### config.mk
export PLATFORM = sky130hd
export DESIGN_NAME = sat_regs
export DESIGN_NICKNAME = d
export VERILOG_FILES = /design/src/rtl/sat_pkg.sv /design/src/rtl/sat_regs.sv
export SDC_FILE = /design/constraint.sdc
export NUM_CORES = 1
export LEC_CHECK = 0
export BUFFER_PORTS_ARGS = -buffer_cell sky130_fd_sc_hd__buf_2
export CORE_ASPECT_RATIO = 1.4
export CORE_MARGIN = 10
export CORE_UTILIZATION = 42
export DETAILED_ROUTE_END_ITERATION = 8
export PLACE_DENSITY_LB_ADDON = 0.05
export SLEW_MARGIN = 15
export SYNTH_ARGS = -nofsm -noshare
export SYNTH_HDL_FRONTEND = slang
export SYNTH_SLANG_ARGS = --single-unit
### constraint.sdc
create_clock -name clk -period 2.1 [get_ports clk]
set_clock_uncertainty 0.05 [all_clocks]
set_input_delay 0.42 -clock clk [delete_from_list [all_inputs] [get_ports clk]]
set_output_delay 0.42 -clock clk [all_outputs]
set_load 0.02 [all_outputs]
### src/rtl/sat_pkg.sv
// ----------------------------------------------------------------------------
// sat_pkg
// Shared types and constants for the summed-area table query unit.
// ----------------------------------------------------------------------------
package sat_pkg;

  localparam int CFG_W   = 9;   // size register width
  localparam int COORD_W = 8;   // query coordinate width
  localparam int SUM_W   = 34;  // region sum width
  localparam int PADDR_W = 3;
  localparam int PDATA_W = 32;

  // register index, taken from paddr[2]
  localparam logic REG_COLS = 1'b0;
  localparam logic REG_ROWS = 1'b1;

  // table reads of one query, in issue order
  localparam logic [1:0] TERM_BR = 2'd0;  // bottom-right, added
  localparam logic [1:0] TERM_BL = 2'd1;  // bottom, left of region, subtracted
  localparam logic [1:0] TERM_TR = 2'd2;  // above region, right, subtracted
  localparam logic [1:0] TERM_TL = 2'd3;  // above and left, added

  typedef enum logic [2:0] {
    ST_IDLE,
    ST_LD_PREP,
    ST_LD_WRITE,
    ST_Q_CHECK,
    ST_Q_READ,
    ST_Q_LAST,
    ST_Q_DONE
  } sat_state_t;

  typedef struct packed {
    logic       cap;        // latch the input transaction
    logic       ld_prep;    // apply restart, add value, read entry above
    logic       ld_commit;  // write table entry, advance raster position
    logic       q_rd;       // issue one query table read
    logic [1:0] rd_idx;     // which corner is read
    logic       q_fail;     // query rejected, result is an error
    logic       out_load;   // move result into output register
  } sat_cmd_t;

  typedef struct packed {
    logic is_query;
    logic load_full;
    logic q_bad;
    logic out_free;
  } sat_sts_t;

endpackage

### src/rtl/sat_regs.sv
// ----------------------------------------------------------------------------
// sat_regs
// Size registers on the APB port, with clamping to the table dimensions.
// ----------------------------------------------------------------------------
module sat_regs
  import sat_pkg::*;
#(
  parameter int MAX_ROWS = 256,
  parameter int MAX_COLS = 256
) (
  input  logic                          clk,
  input  logic                          rst_n,
  input  logic                          psel,
  input  logic                          penable,
  input  logic                          pwrite,
  input  logic [PADDR_W-1:0]            paddr,
  input  logic [PDATA_W-1:0]            pwdata,
  output logic [PDATA_W-1:0]            prdata,
  output logic                          pready,
  output logic [$clog2(MAX_COLS+1)-1:0] cols,
  output logic [$clog2(MAX_ROWS+1)-1:0] rows,
  output logic                          cfg_clear
);

  localparam int CR_W = $clog2(MAX_ROWS + 1);
  localparam int CC_W = $clog2(MAX_COLS + 1);

  logic [CFG_W-1:0] cols_reg_r;
  logic [CFG_W-1:0] rows_reg_r;
  logic             wr_en;

  assign pready    = 1'b1;
  assign wr_en     = psel & penable & pwrite;
  // any write drops the loaded matrix
  assign cfg_clear = wr_en;

  always_ff @(posedge clk) begin
    if (!rst_n) begin
      cols_reg_r <= CFG_W'(256);
      rows_reg_r <= CFG_W'(256);
    end else if (wr_en) begin
      unique case (paddr[PADDR_W-1])
        REG_COLS: cols_reg_r <= pwdata[CFG_W-1:0];
        REG_ROWS: rows_reg_r <= pwdata[CFG_W-1:0];
        default:  ;
      endcase
    end
  end

  always_comb begin
    prdata = '0;
    unique case (paddr[PADDR_W-1])
      REG_COLS: prdata = PDATA_W'(cols_reg_r);
      REG_ROWS: prdata = PDATA_W'(rows_reg_r);
      default:  prdata = '0;
    endcase
  end

  // zero acts as one, oversize acts as the table dimension
  always_comb begin
    if (cols_reg_r == '0) begin
      cols = CC_W'(1);
    end else if (32'(cols_reg_r) > MAX_COLS) begin
      cols = CC_W'(MAX_COLS);
    end else begin
      cols = CC_W'(cols_reg_r);
    end
    if (rows_reg_r == '0) begin
      rows = CR_W'(1);
    end else if (32'(rows_reg_r) > MAX_ROWS) begin
      rows = CR_W'(MAX_ROWS);
    end else begin
      rows = CR_W'(rows_reg_r);
    end
  end

endmodule

==> impl_results.md <==
* Status: completed
* Synth Area per Inst at 8.75 um^2
* Max Cap Viol at 0
* Detail Route Antenna Nets at 0
* Bufs on Longest Clock Path at 2
* P_leak at 0.722 nW
* Worst hold slack at 0.337 ns
* Cell count after synthesis at 134
* Ys async rst share at 0%
* CP startpoint kind: flip-flop
* Critical Path Fanout Max at 4
* Share of cells above drive strength 1 at 35.7%
* Drt wl/cell at 14.7 um
* Row cnt at 22
* R2R Setup Slk at 1.19 ns
* Fin. Hold Viols at 0
* Synthesized flop and latch total at 18
* Clock root buffer master: clkbuf_4
* First-pass GRT wire length at 4900 um
* Initial antenna violation count at 0
* Critical path class: reg2out
* Post-synth EDFFs at 0
* Period utilization at 94.0%
* Setup tns final at 0 ns
* Largest net degree at the start of global routing at 28
* Area delta synth->final at 13.9%
* GR Util All Layers at 11.4%
* Gr ovfl total at 0
* Vias in the first global route at 1003
* Remaining DRCs at 0
* Met3 Resource Use GR at 5.39%
* Crit. End Element: output port
* WL final at 3040 um
* Routability cong. at 0.762
* Met2 usage at 19.4%
* Post-layout min period at 1.97 ns
* Fin. max-slew vios at 0
* Die Span Y at 82.5 um
* Gr busiest metal: met2
* Fmax at 507 MHz
* Worst r2r src: rows_reg_r[8]
* Pwr dens at 487 nW/um^2
* Hold-fix buffers, CTS at 0
* Via-to-Cell Ratio at 4.51
* WHS Endpoint: rows_reg_r[4]
* Worst r2r path cells at 3
* Synth area leaders: dfxtp_1, buf_4, mux2i_1
* Syn Std Cell Area at 1170 um^2
* GR Layer Usage met1 at 11.9%
* CP Data Arrival Time at 1.50 ns
* HPWL Detailed at 2370 um
* Drt pass-1 iters at 4
* CTS tree: built
* Number of diodes at 0
* Die Width at 64.7 um
* Max IR drop VDD at 0.317 mV
* Commonest cells post-synth: buf_4, nand2_1, dfxtp_1, mux2i_1, nor2b_1
* Clk_lat worst skew at 0.29 ns
* Reg clk slew, reported paths at 0.10 ns
* Fin nets at 213
* RSZ-0062 raised after global routing: no
* Setup Buffers After CTS at 0
* Drt initial violations at 19
* Initial Util at 44.4%
* Post-cts repair resize count at 0
* Total number of vias at 933
* CTS buffer count at 3
* Post-synth top area cell: dfxtp_1
* Crit path launch: cols_reg_r[4]
* Yosys top cell area share at 30.7%
* Seq/Total Area, Yosys at 30.7%
* Top_reg_cell synth: dfxtp_1
* Core area at 2640 um^2
* Synth Warn # at 0
* Final setup vio count at 0
* Critical Path RT at 1.63 ns
* IO Count at 92
* Die area at 5330 um^2
* Worst hold stages at 3
* Hold WC Path Type: in2reg
* I/O Buffers at 42
* Netlist cell types at 18
* Worst r2r dst: rows_reg_r[8]
* Clk sinks at 18
* Max H-tree Level at 1
* Min-delay src: pwdata[4]
[per-stage QoR]
step           utilization, %  std cells  instance area [um^2]  setup WS, ns  total power (W)
2_1_floorplan               -        156                  1250         0.554         0.000489
3_3_place_gp             49.7        204                  1310         0.417         0.000483
3_5_place_dp             49.7        204                  1310         0.426         0.000485
4_1_cts                  50.5        207                  1340         0.103         0.000654
5_1_grt                  50.5        207                  1340        0.0406         0.000683
6_report                 50.5        207                  1340         0.126         0.000651
[kinds of logic after synthesis]
kind of cell	Yosys count	share of synthesized area, %
other	2	0.641
flip-flops	18	30.7
buffers and inverters	36	20.1
multiplexers	26	23.1
AND/OR/NAND/NOR	49	22.9
AO/OA/AOI/OAI	3	2.56
[cell usage in the layout, fill, tap and decap left out]
cell      synthesis  layout
and4b_1           1       1
or4_4             2       2
and3_1            1       1
nor2b_1          10      10
clkbuf_4          0       3
mux2_2            8       8
o22ai_2           2       2
o21ai_0           1       1
nand4_1           1       1
inv_1             2       2
buf_2             5      42
buf_4            25       4
dfxtp_1          18      18
and2b_1           7       7
or4_1             2       2
conb_1            2      24
nand2_1          25      25
mux2i_1          18      18
[area by class of cell]
type / instances / area [um^2]
clock buffer: 3 / 22.5
fill: 272 / 1310
inverter: 2 / 7.51
multi-input combinational: 102 / 659
sequential: 18 / 360
tap: 36 / 45.0
timing repair buffer: 46 / 240
[sequential cells by signal, summed over array words and instances (netlist names)]
signal	flops
rows_reg_r	9
cols_reg_r	9
[layer usage]
layer	share of wire, %	wire length (um)	up-vias
met5	0	0	-
li1	-	-	465
met1	40	1230	424
met4	1.4	44	0
met3	9.9	300	5
met2	48	1470	39
[worst max-delay path: stages (launching register included)]
cell	delay, ns
dfxtp_1	0.36
or4_4	0.54
o22ai_2	0.12
buf_2	0.18
[worst max path at each step]
stage	to	slack [ns]	cells after the start
finish	cols[0]	0.13	3
global route	cols[0]	0.04	3
CTS	cols[0]	0.10	3
detailed placement	prdata[3]	0.43	3
global placement	prdata[3]	0.42	3
floorplan	prdata[0]	0.55	2
[report_power, final]
group / internal [W] / switching, W / leakage [nW] / total [W]
Sequential: 0.000349 / 0.00000650 / 0.146 / 0.000355
Clock: 0.0000668 / 0.000105 / 0.0138 / 0.000172
Combinational: 0.0000378 / 0.0000855 / 0.562 / 0.000123
Note: power is estimated with default switching activity, not from simulation.
