<file path="src/rtl/sat_pkg.sv">
// ----------------------------------------------------------------------------
// sat_pkg
// Shared types and constants for the summed-area table query unit.
// ----------------------------------------------------------------------------
package sat_pkg;

  localparam int CFG_W   = 9;   // size register width
  localparam int COORD_W = 8;   // query coordinate width
  localparam int SUM_W   = 34;  // region sum width
  localparam int PADDR_W = 3;
  localparam int PDATA_W = 32;

  // register index, taken from paddr[2]
  localparam logic REG_COLS = 1'b0;
  localparam logic REG_ROWS = 1'b1;

  // table reads of one query, in issue order
  localparam logic [1:0] TERM_BR = 2'd0;  // bottom-right, added
  localparam logic [1:0] TERM_BL = 2'd1;  // bottom, left of region, subtracted
  localparam logic [1:0] TERM_TR = 2'd2;  // above region, right, subtracted
  localparam logic [1:0] TERM_TL = 2'd3;  // above and left, added

  typedef enum logic [2:0] {
    ST_IDLE,
    ST_LD_PREP,
    ST_LD_WRITE,
    ST_Q_CHECK,
    ST_Q_READ,
    ST_Q_LAST,
    ST_Q_DONE
  } sat_state_t;

  typedef struct packed {
    logic       cap;        // latch the input transaction
    logic       ld_prep;    // apply restart, add value, read entry above
    logic       ld_commit;  // write table entry, advance raster position
    logic       q_rd;       // issue one query table read
    logic [1:0] rd_idx;     // which corner is read
    logic       q_fail;     // query rejected, result is an error
    logic       out_load;   // move result into output register
  } sat_cmd_t;

  typedef struct packed {
    logic is_query;
    logic load_full;
    logic q_bad;
    logic out_free;
  } sat_sts_t;

endpackage

</file>
<file path="src/rtl/sat_ctrl.sv">
// ----------------------------------------------------------------------------
// sat_ctrl
// Sequencer for loads and queries; drives datapath commands.
// ----------------------------------------------------------------------------
module sat_ctrl
  import sat_pkg::*;
(
  input  logic     clk,
  input  logic     rst_n,
  input  logic     in_valid,
  output logic     in_stall,
  input  sat_sts_t sts,
  output sat_cmd_t cmd
);

  sat_state_t state_r, state_nxt;
  logic [1:0] cnt_r, cnt_nxt;

  always_ff @(posedge clk) begin
    if (!rst_n) begin
      state_r <= ST_IDLE;
      cnt_r   <= TERM_BR;
    end else begin
      state_r <= state_nxt;
      cnt_r   <= cnt_nxt;
    end
  end

  always_comb begin
    state_nxt = state_r;
    cnt_nxt   = cnt_r;
    cmd       = '0;
    in_stall  = 1'b1;
    unique case (state_r)
      ST_IDLE: begin
        in_stall = 1'b0;
        if (in_valid) begin
          cmd.cap   = 1'b1;
          state_nxt = sts.is_query ? ST_Q_CHECK : ST_LD_PREP;
        end
      end
      ST_LD_PREP: begin
        cmd.ld_prep = 1'b1;
        state_nxt   = sts.load_full ? ST_IDLE : ST_LD_WRITE;
      end
      ST_LD_WRITE: begin
        cmd.ld_commit = 1'b1;
        state_nxt     = ST_IDLE;
      end
      ST_Q_CHECK: begin
        if (sts.q_bad) begin
          cmd.q_fail = 1'b1;
          state_nxt  = ST_Q_DONE;
        end else begin
          cmd.q_rd   = 1'b1;
          cmd.rd_idx = TERM_BR;
          cnt_nxt    = TERM_BL;
          state_nxt  = ST_Q_READ;
        end
      end
      ST_Q_READ: begin
        cmd.q_rd   = 1'b1;
        cmd.rd_idx = cnt_r;
        cnt_nxt    = 2'(cnt_r + 2'd1);
        if (cnt_r == TERM_TL) begin
          state_nxt = ST_Q_LAST;
        end
      end
      ST_Q_LAST: begin
        // last read data folds into the accumulator this cycle
        state_nxt = ST_Q_DONE;
      end
      ST_Q_DONE: begin
        if (sts.out_free) begin
          cmd.out_load = 1'b1;
          state_nxt    = ST_IDLE;
        end
      end
      default: state_nxt = ST_IDLE;
    endcase
  end

`ifndef NO_ASSERTIONS
  a_out_load_free: assert property (@(posedge clk) disable iff (!rst_n)
    cmd.out_load |-> sts.out_free)
    else $error("result loaded while output register is occupied");

  a_write_after_prep: assert property (@(posedge clk) disable iff (!rst_n)
    state_r == ST_LD_WRITE |-> $past(state_r) == ST_LD_PREP)
    else $error("table write without a preceding load preparation");
`endif

endmodule

</file>
<file path="config.mk">
export PLATFORM = sky130hd
export DESIGN_NAME = sat_ctrl
export DESIGN_NICKNAME = d
export VERILOG_FILES = /design/src/rtl/sat_pkg.sv /design/src/rtl/sat_ctrl.sv
export SDC_FILE = /design/constraint.sdc
export NUM_CORES = 1
export LEC_CHECK = 0
export BUFFER_PORTS_ARGS = -buffer_cell sky130_fd_sc_hd__buf_2
export CAP_MARGIN = 30
export CORE_AREA = 2 2 39 41
export DETAILED_ROUTE_END_ITERATION = 6
export DIE_AREA = 0 0 41 43
export MAX_ROUTING_LAYER = met4
export PLACE_DENSITY = 0.55
export SYNTH_ARGS = -nofsm -noshare
export SYNTH_HDL_FRONTEND = slang
export SYNTH_SLANG_ARGS = --single-unit
export TNS_END_PERCENT = 100
</file>
<file path="constraint.sdc">
create_clock -name clk -period 1.55 [get_ports clk]
set_input_delay 0.31 -clock clk [delete_from_list [all_inputs] [get_ports clk]]
set_output_delay 0.31 -clock clk [all_outputs]
set_load 0.05 [all_outputs]
</file>
==> out/qor.txt, run 1 <==
Clock Skew = 0.00390 ns
Mean Syn Cell Area = 7.67 sq um
CP endpoint kind = output pin
Synth Area in Adders = 3.62%
sw frac = 35.9%
Yosys reg bits = 5
CP delay by family, top = flip-flops
initial antenna violation count = 0
Reg2Reg Setup Slack = 0.26 ns
status = finished clean
I/O pin total = 16
Synthesis Warnings = 0
Remaining DRCs = 0
area of the multi-input gates = 244 sq um
Peak VDD IR = 0.000380 V
drt pass-1 iters = 4
Final Critical Period = 1.53 ns
Die W = 41 microns
CTS Hold Bufs = 0
non-filler cells in the finished layout = 84
via count of the first global-routing pass = 354
Fin. Hold Viols = 0
CP max FO = 7
Switch Pwr = 0.164 mW
hold slack = 0.338 ns
Clock Power Share = 34.9%
Total GRT Usage = 12.3%
RSZ-0062 raised after global routing = yes
I/O Buffers = 15
post-synthesis cell area = 345 sq um
crit path DAT = 1.22 ns
Mapped Cells = 45
crit path buf inv count = 1
Syn Nets = 53
num rows = 14
antenna fix cells = 0
Placer Congestion = 0.709
register area share after synthesis = 29.0%
initial DRC count = 1
layout cell share with drive strength beyond 1 = 50.0%
share of power burned in combinational logic = 33.2%
WL per Instance = 10.9 microns
Die Span Y = 43 microns
Worst path max stage delay = 0.36 ns
slew at the pin closest to its max-slew limit = 0.250 ns
relative max-transition margin = 83.5%
slowest CP cell = dfxtp_4
clock latency on the worst-skew pair = 0.25 ns
largest net degree at the start of global routing = 11
Min-Delay Path Class = primary input to flop
Max Cap Viol = 0
Compound-Gate Fraction of Synth Area = 21.7%
Pwr per Cell Area = 812 nW/um^2
critical path class = flop to output pin
full die area = 1760 sq um
fillers = 147
XOR/XNOR share of the synthesized area = 0%
Worst setup SP type = flop
CTS sink count = 5
Max Freq = 0.653 GHz
CTS tree = built
sequential share of power = 31.8%
Placed Area = 460 sq um
post-route setup TNS = 0 ns
post-route cell area = 561 sq um
core area = 1380 sq um
HPWL after DPL = 657 microns
Area Overhead vs Synth = 62.3%
Lkg Pwr = 0.287 nW
DRT Wirelength = 912 microns
Reg area = 109 sq um
clk slew on worst S/H paths = 0.05 ns
number of nets in the layout = 77
Root Driver = clkbuf_4
starting density of the core = 25.0%
Post-Synth Simple-Gate Area = 33.3%
final setup vio count = 0
CTS max path bufs = 2
Layout Utilization = 40.5%
Antenna Nets Post-Route = 0
P_int = 0.291 mW
mux share of post-synthesis cell area = 2.90%
largest family of logic cells by synthesized area = simple AND/OR/NAND/NOR gates
period utilization = 98.8%
post-synth cell types = 24
DR vias/cell = 4.82
Max H-tree Level = 1
CP cell instances = or2_4 -> o22ai_4 -> buf_6
count of final max-slew check failures = 0
required time of the critical path = 1.24 ns
Overflow after GRT = 0
vias = 405
Post-Place Cells = 76
global-route wire length before repair = 1390 microns
cts bufs inserted = 3
[state kept, by name (all words and copies together) (netlist names)]
| signal | count |
|---|---|
| state_r | 3 |
| cnt_r | 2 |
[cell families after synthesis]
kind of cell | count (synthesis)
simple gates | 21
compound gates | 11
buf+inv | 6
flops | 5
mux | 1
fa+ha+maj | 1
[layout make-up]
type                            instances  share of cell area (%)
Tap cell                               16                    3.57
Multi-Input combinational cell         34                    43.5
Inverter                                3                    2.01
Sequential cell                         5                    19.4
Clock buffer                            4                    4.69
Timing Repair Buffer                   22                    26.8
[Yosys cell counts]
library cell | count | area [sq um]
buf_2 | 2 | 10.0
buf_6 | 1 | 11.3
nor3_1 | 1 | 5.00
nor2_1 | 4 | 15.0
or3b_1 | 1 | 8.76
nor2b_1 | 1 | 6.26
o21ai_0 | 2 | 10.0
nand2b_1 | 1 | 6.26
nand3b_1 | 1 | 7.51
a21boi_0 | 2 | 15.0
o221ai_1 | 1 | 8.76
o311a_1 | 1 | 10.0
o211a_1 | 1 | 10.0
mux2i_1 | 1 | 10.0
or2_1 | 1 | 6.26
dfxtp_1 | 5 | 100
inv_1 | 3 | 11.3
ha_1 | 1 | 12.5
and3_1 | 3 | 18.8
a21oi_1 | 3 | 15.0
nor3b_1 | 2 | 15.0
nand2_1 | 3 | 11.3
nand3_1 | 3 | 15.0
o22ai_1 | 1 | 6.26
[layer usage]
| layer | up-vias | global-route usage, % | part of all wire [%] |
|---|---|---|---|
| met5 | - | - | 0 |
| met4 | 0 | 6.00 | 1.4 |
| met3 | 2 | 6.28 | 8.7 |
| met2 | 15 | 16.3 | 46 |
| met1 | 180 | 14.8 | 43 |
| li1 | 208 | - | - |
[cells in the final DEF, fill, tap and decap left out, types with 2 or more instances in the layout]
| master | synthesis | final |
|---|---|---|
| buf_2 | 2 | 9 |
| a21oi_1 | 3 | 3 |
| o21ai_0 | 2 | 2 |
| clkbuf_4 | 0 | 4 |
| buf_6 | 1 | 2 |
| and3_1 | 3 | 3 |
| a21boi_0 | 2 | 2 |
| inv_1 | 3 | 3 |
| nand3_1 | 3 | 3 |
| nor2_1 | 4 | 2 |
| nand2_1 | 3 | 3 |
| dfxtp_1 | 5 | 2 |
| nor2_2 | 0 | 2 |
| dfxtp_4 | 0 | 2 |
| nor3b_2 | 0 | 2 |
| buf_4 | 0 | 10 |
[repair_timing]
action / 4_1_cts / 5_1_grt
hold endpoints to repair: 0 / 0
pin swaps: 0 / 1
cloned: 0 / 0
setup endpoints to repair: 7 / 6
buffers inserted: 1 / 3
resized for setup: 8 / 9
[power groups by stage]
stage          clock [mW]  sequential, mW  combinational (mW)
6_report            0.159           0.145               0.151
3_5_place_dp            0           0.148               0.131
4_1_cts             0.165           0.147               0.136
3_3_place_gp            0           0.148               0.131
5_1_grt             0.176           0.146               0.161
2_1_floorplan           0           0.140               0.104
[final timing paths]
| kind | start | endpoint | depth (start not counted) |
|---|---|---|---|
| worst max-delay path | state_r[1] | cmd[4] | 3 |
| worst min-delay path | rst_n | state_r[1] | 2 |
| worst max register to register | state_r[2] | cnt_r[1] | 5 |
| worst min register to register | cnt_r[1] | cnt_r[1] | 2 |
[metrics by stage]
step / setup WS (ns) / power, mW
finish: 0.0193 / 0.455
CTS: -0.00628 / 0.448
floorplan: 0.0346 / 0.244
detailed placement: 0.103 / 0.279
global route: -0.0323 / 0.483
global placement: 0.108 / 0.279
No activity file was read; power rests on OpenSTA's default activity.
==> run 2: changes to the inputs <==
REMOVE_ABC_BUFFERS = 1   (was default)
==> out/qor.txt, run 2 (same netlist as run 1, synthesis figures left out) <==
HPWL after DPL = 651 microns
crit path DAT = 1.23 ns
Worst path max stage delay = 0.36 ns
CP startpoint = state_r[1]
share of power burned in combinational logic = 34.5%
P_int = 0.295 mW
Die W = 41 microns
layout cell share with drive strength beyond 1 = 50.0%
Root Driver = clkbuf_4
commonest non-fill, non-tap cells in the layout = 9 x buf_4, 7 x buf_2, 6 x clkbuf_4, 5 x buf_6
Clock Skew = 0.000848 ns
slew at the pin closest to its max-slew limit = 0.249 ns
I/O Buffers = 15
non-filler cells in the finished layout = 88
RSZ-0062 raised after global routing = yes
Peak VDD IR = 0.000360 V
required time of the critical path = 1.24 ns
Placer Congestion = 0.637
Die Span Y = 43 microns
vias = 416
Clock Power Share = 33.2%
status = finished clean
post-route cell area = 612 sq um
Area Overhead vs Synth = 77.2%
initial DRC count = 12
CP max FO = 10
DRT Wirelength = 974 microns
Lkg Pwr = 0.320 nW
Reg2Reg Setup Slack = 0.34 ns
initial antenna violation count = 0
Placed Area = 464 sq um
DR vias/cell = 4.73
Final Critical Period = 1.54 ns
CTS Hold Bufs = 0
Min-Delay Path Class = primary input to flop
Layout Utilization = 44.2%
Switch Pwr = 0.154 mW
Fin. Hold Viols = 0
Max Cap Viol = 0
Max H-tree Level = 1
full die area = 1760 sq um
num rows = 14
crit path buf inv count = 1
relative max-transition margin = 83.5%
Critical Path End = cmd[4]
antenna fix cells = 0
Regs by FF count = state_r (3), cnt_r (2)
largest net degree at the start of global routing = 12
Post-Place Cells = 79
via count of the first global-routing pass = 314
CTS tree = built
fillers = 140
period utilization = 99.7%
Max Freq = 0.647 GHz
post-route setup TNS = 0 ns
clk slew on worst S/H paths = 0.04 ns
Reg area = 109 sq um
I/O pin total = 16
CTS sink count = 5
Remaining DRCs = 0
drt pass-1 iters = 4
final setup vio count = 0
Pwr per Cell Area = 735 nW/um^2
clock latency on the worst-skew pair = 0.24 ns
CTS max path bufs = 2
Total Power Consumption = 0.450 mW
register with the most flip-flops = state_r
Total GRT Usage = 11.1%
core area = 1380 sq um
starting density of the core = 25.0%
CP endpoint kind = output pin
Worst setup SP type = flop
critical path class = flop to output pin
worst r2r src = state_r[2]
area of the multi-input gates = 236 sq um
slowest CP cell = dfxtp_4
number of nets in the layout = 81
global-route wire length before repair = 1270 microns
WL per Instance = 11.1 microns
sw frac = 34.3%
Worst path depth = 3
Overflow after GRT = 0
sequential share of power = 32.3%
Largest register FFs = 3
most common cell after layout, fill and taps aside = buf_4
CP delay by family, top = flip-flops
cts bufs inserted = 3
count of final max-slew check failures = 0
CP cell instances = or2_1 -> o22ai_2 -> buf_6
reg2reg end = state_r[1]
R2R cell count = 5
Antenna Nets Post-Route = 0
[run 2: what timing repair did]
action                     4_1_cts  5_1_grt
pin swaps                        0        2
gates resized for setup         12       13
setup endpoints to repair        8        8
setup buffers                    0        5
[run 2: area by class of cell]
class,instances,area share [%]
flip-flops and latches,5,17.8
well taps,16,3.27
multi-input cells,34,38.7
clock buffers,4,4.29
inverters,3,1.84
repair buffers,26,34.2
[run 2: worst min-delay path by stage]
| stage | from | to | slack, ns | cells past startpoint |
|---|---|---|---|---|
| final | rst_n | state_r[1] | 0.36 | 2 |
| after global routing | rst_n | state_r[1] | 0.36 | 2 |
| after CTS | rst_n | state_r[1] | 0.34 | 2 |
| after detailed placement | cnt_r[0] | cnt_r[0] | 0.52 | 1 |
| after global placement | cnt_r[1] | cnt_r[1] | 0.52 | 2 |
| after floorplan | rst_n | state_r[1] | 0.44 | 1 |
[run 2: routing by layer]
| layer | track usage, % | share of wire [%] | vias up |
|---|---|---|---|
| li1 | - | - | 217 |
| met1 | 14.2 | 44 | 185 |
| met2 | 14.4 | 50 | 14 |
| met3 | 4.71 | 6.6 | 0 |
| met4 | 6.00 | 0 | 0 |
| met5 | - | 0 | - |
[run 2: metrics by stage]
step | setup slack, ns | hold slack, ns
after floorplan | -0.508 | 0.441
after global placement | 0.128 | 0.524
after detailed placement | 0.106 | 0.524
after CTS | 0.00221 | 0.341
after global routing | -0.0276 | 0.358
final | 0.00531 | 0.358
[run 2: power by group through the flow]
stage	Combinational (mW)	Sequential (mW)	Clock [mW]
final	0.155	0.145	0.149
after global routing	0.166	0.147	0.164
after CTS	0.138	0.146	0.156
after detailed placement	0.131	0.149	0
after global placement	0.131	0.149	0
after floorplan	0.0847	0.148	0
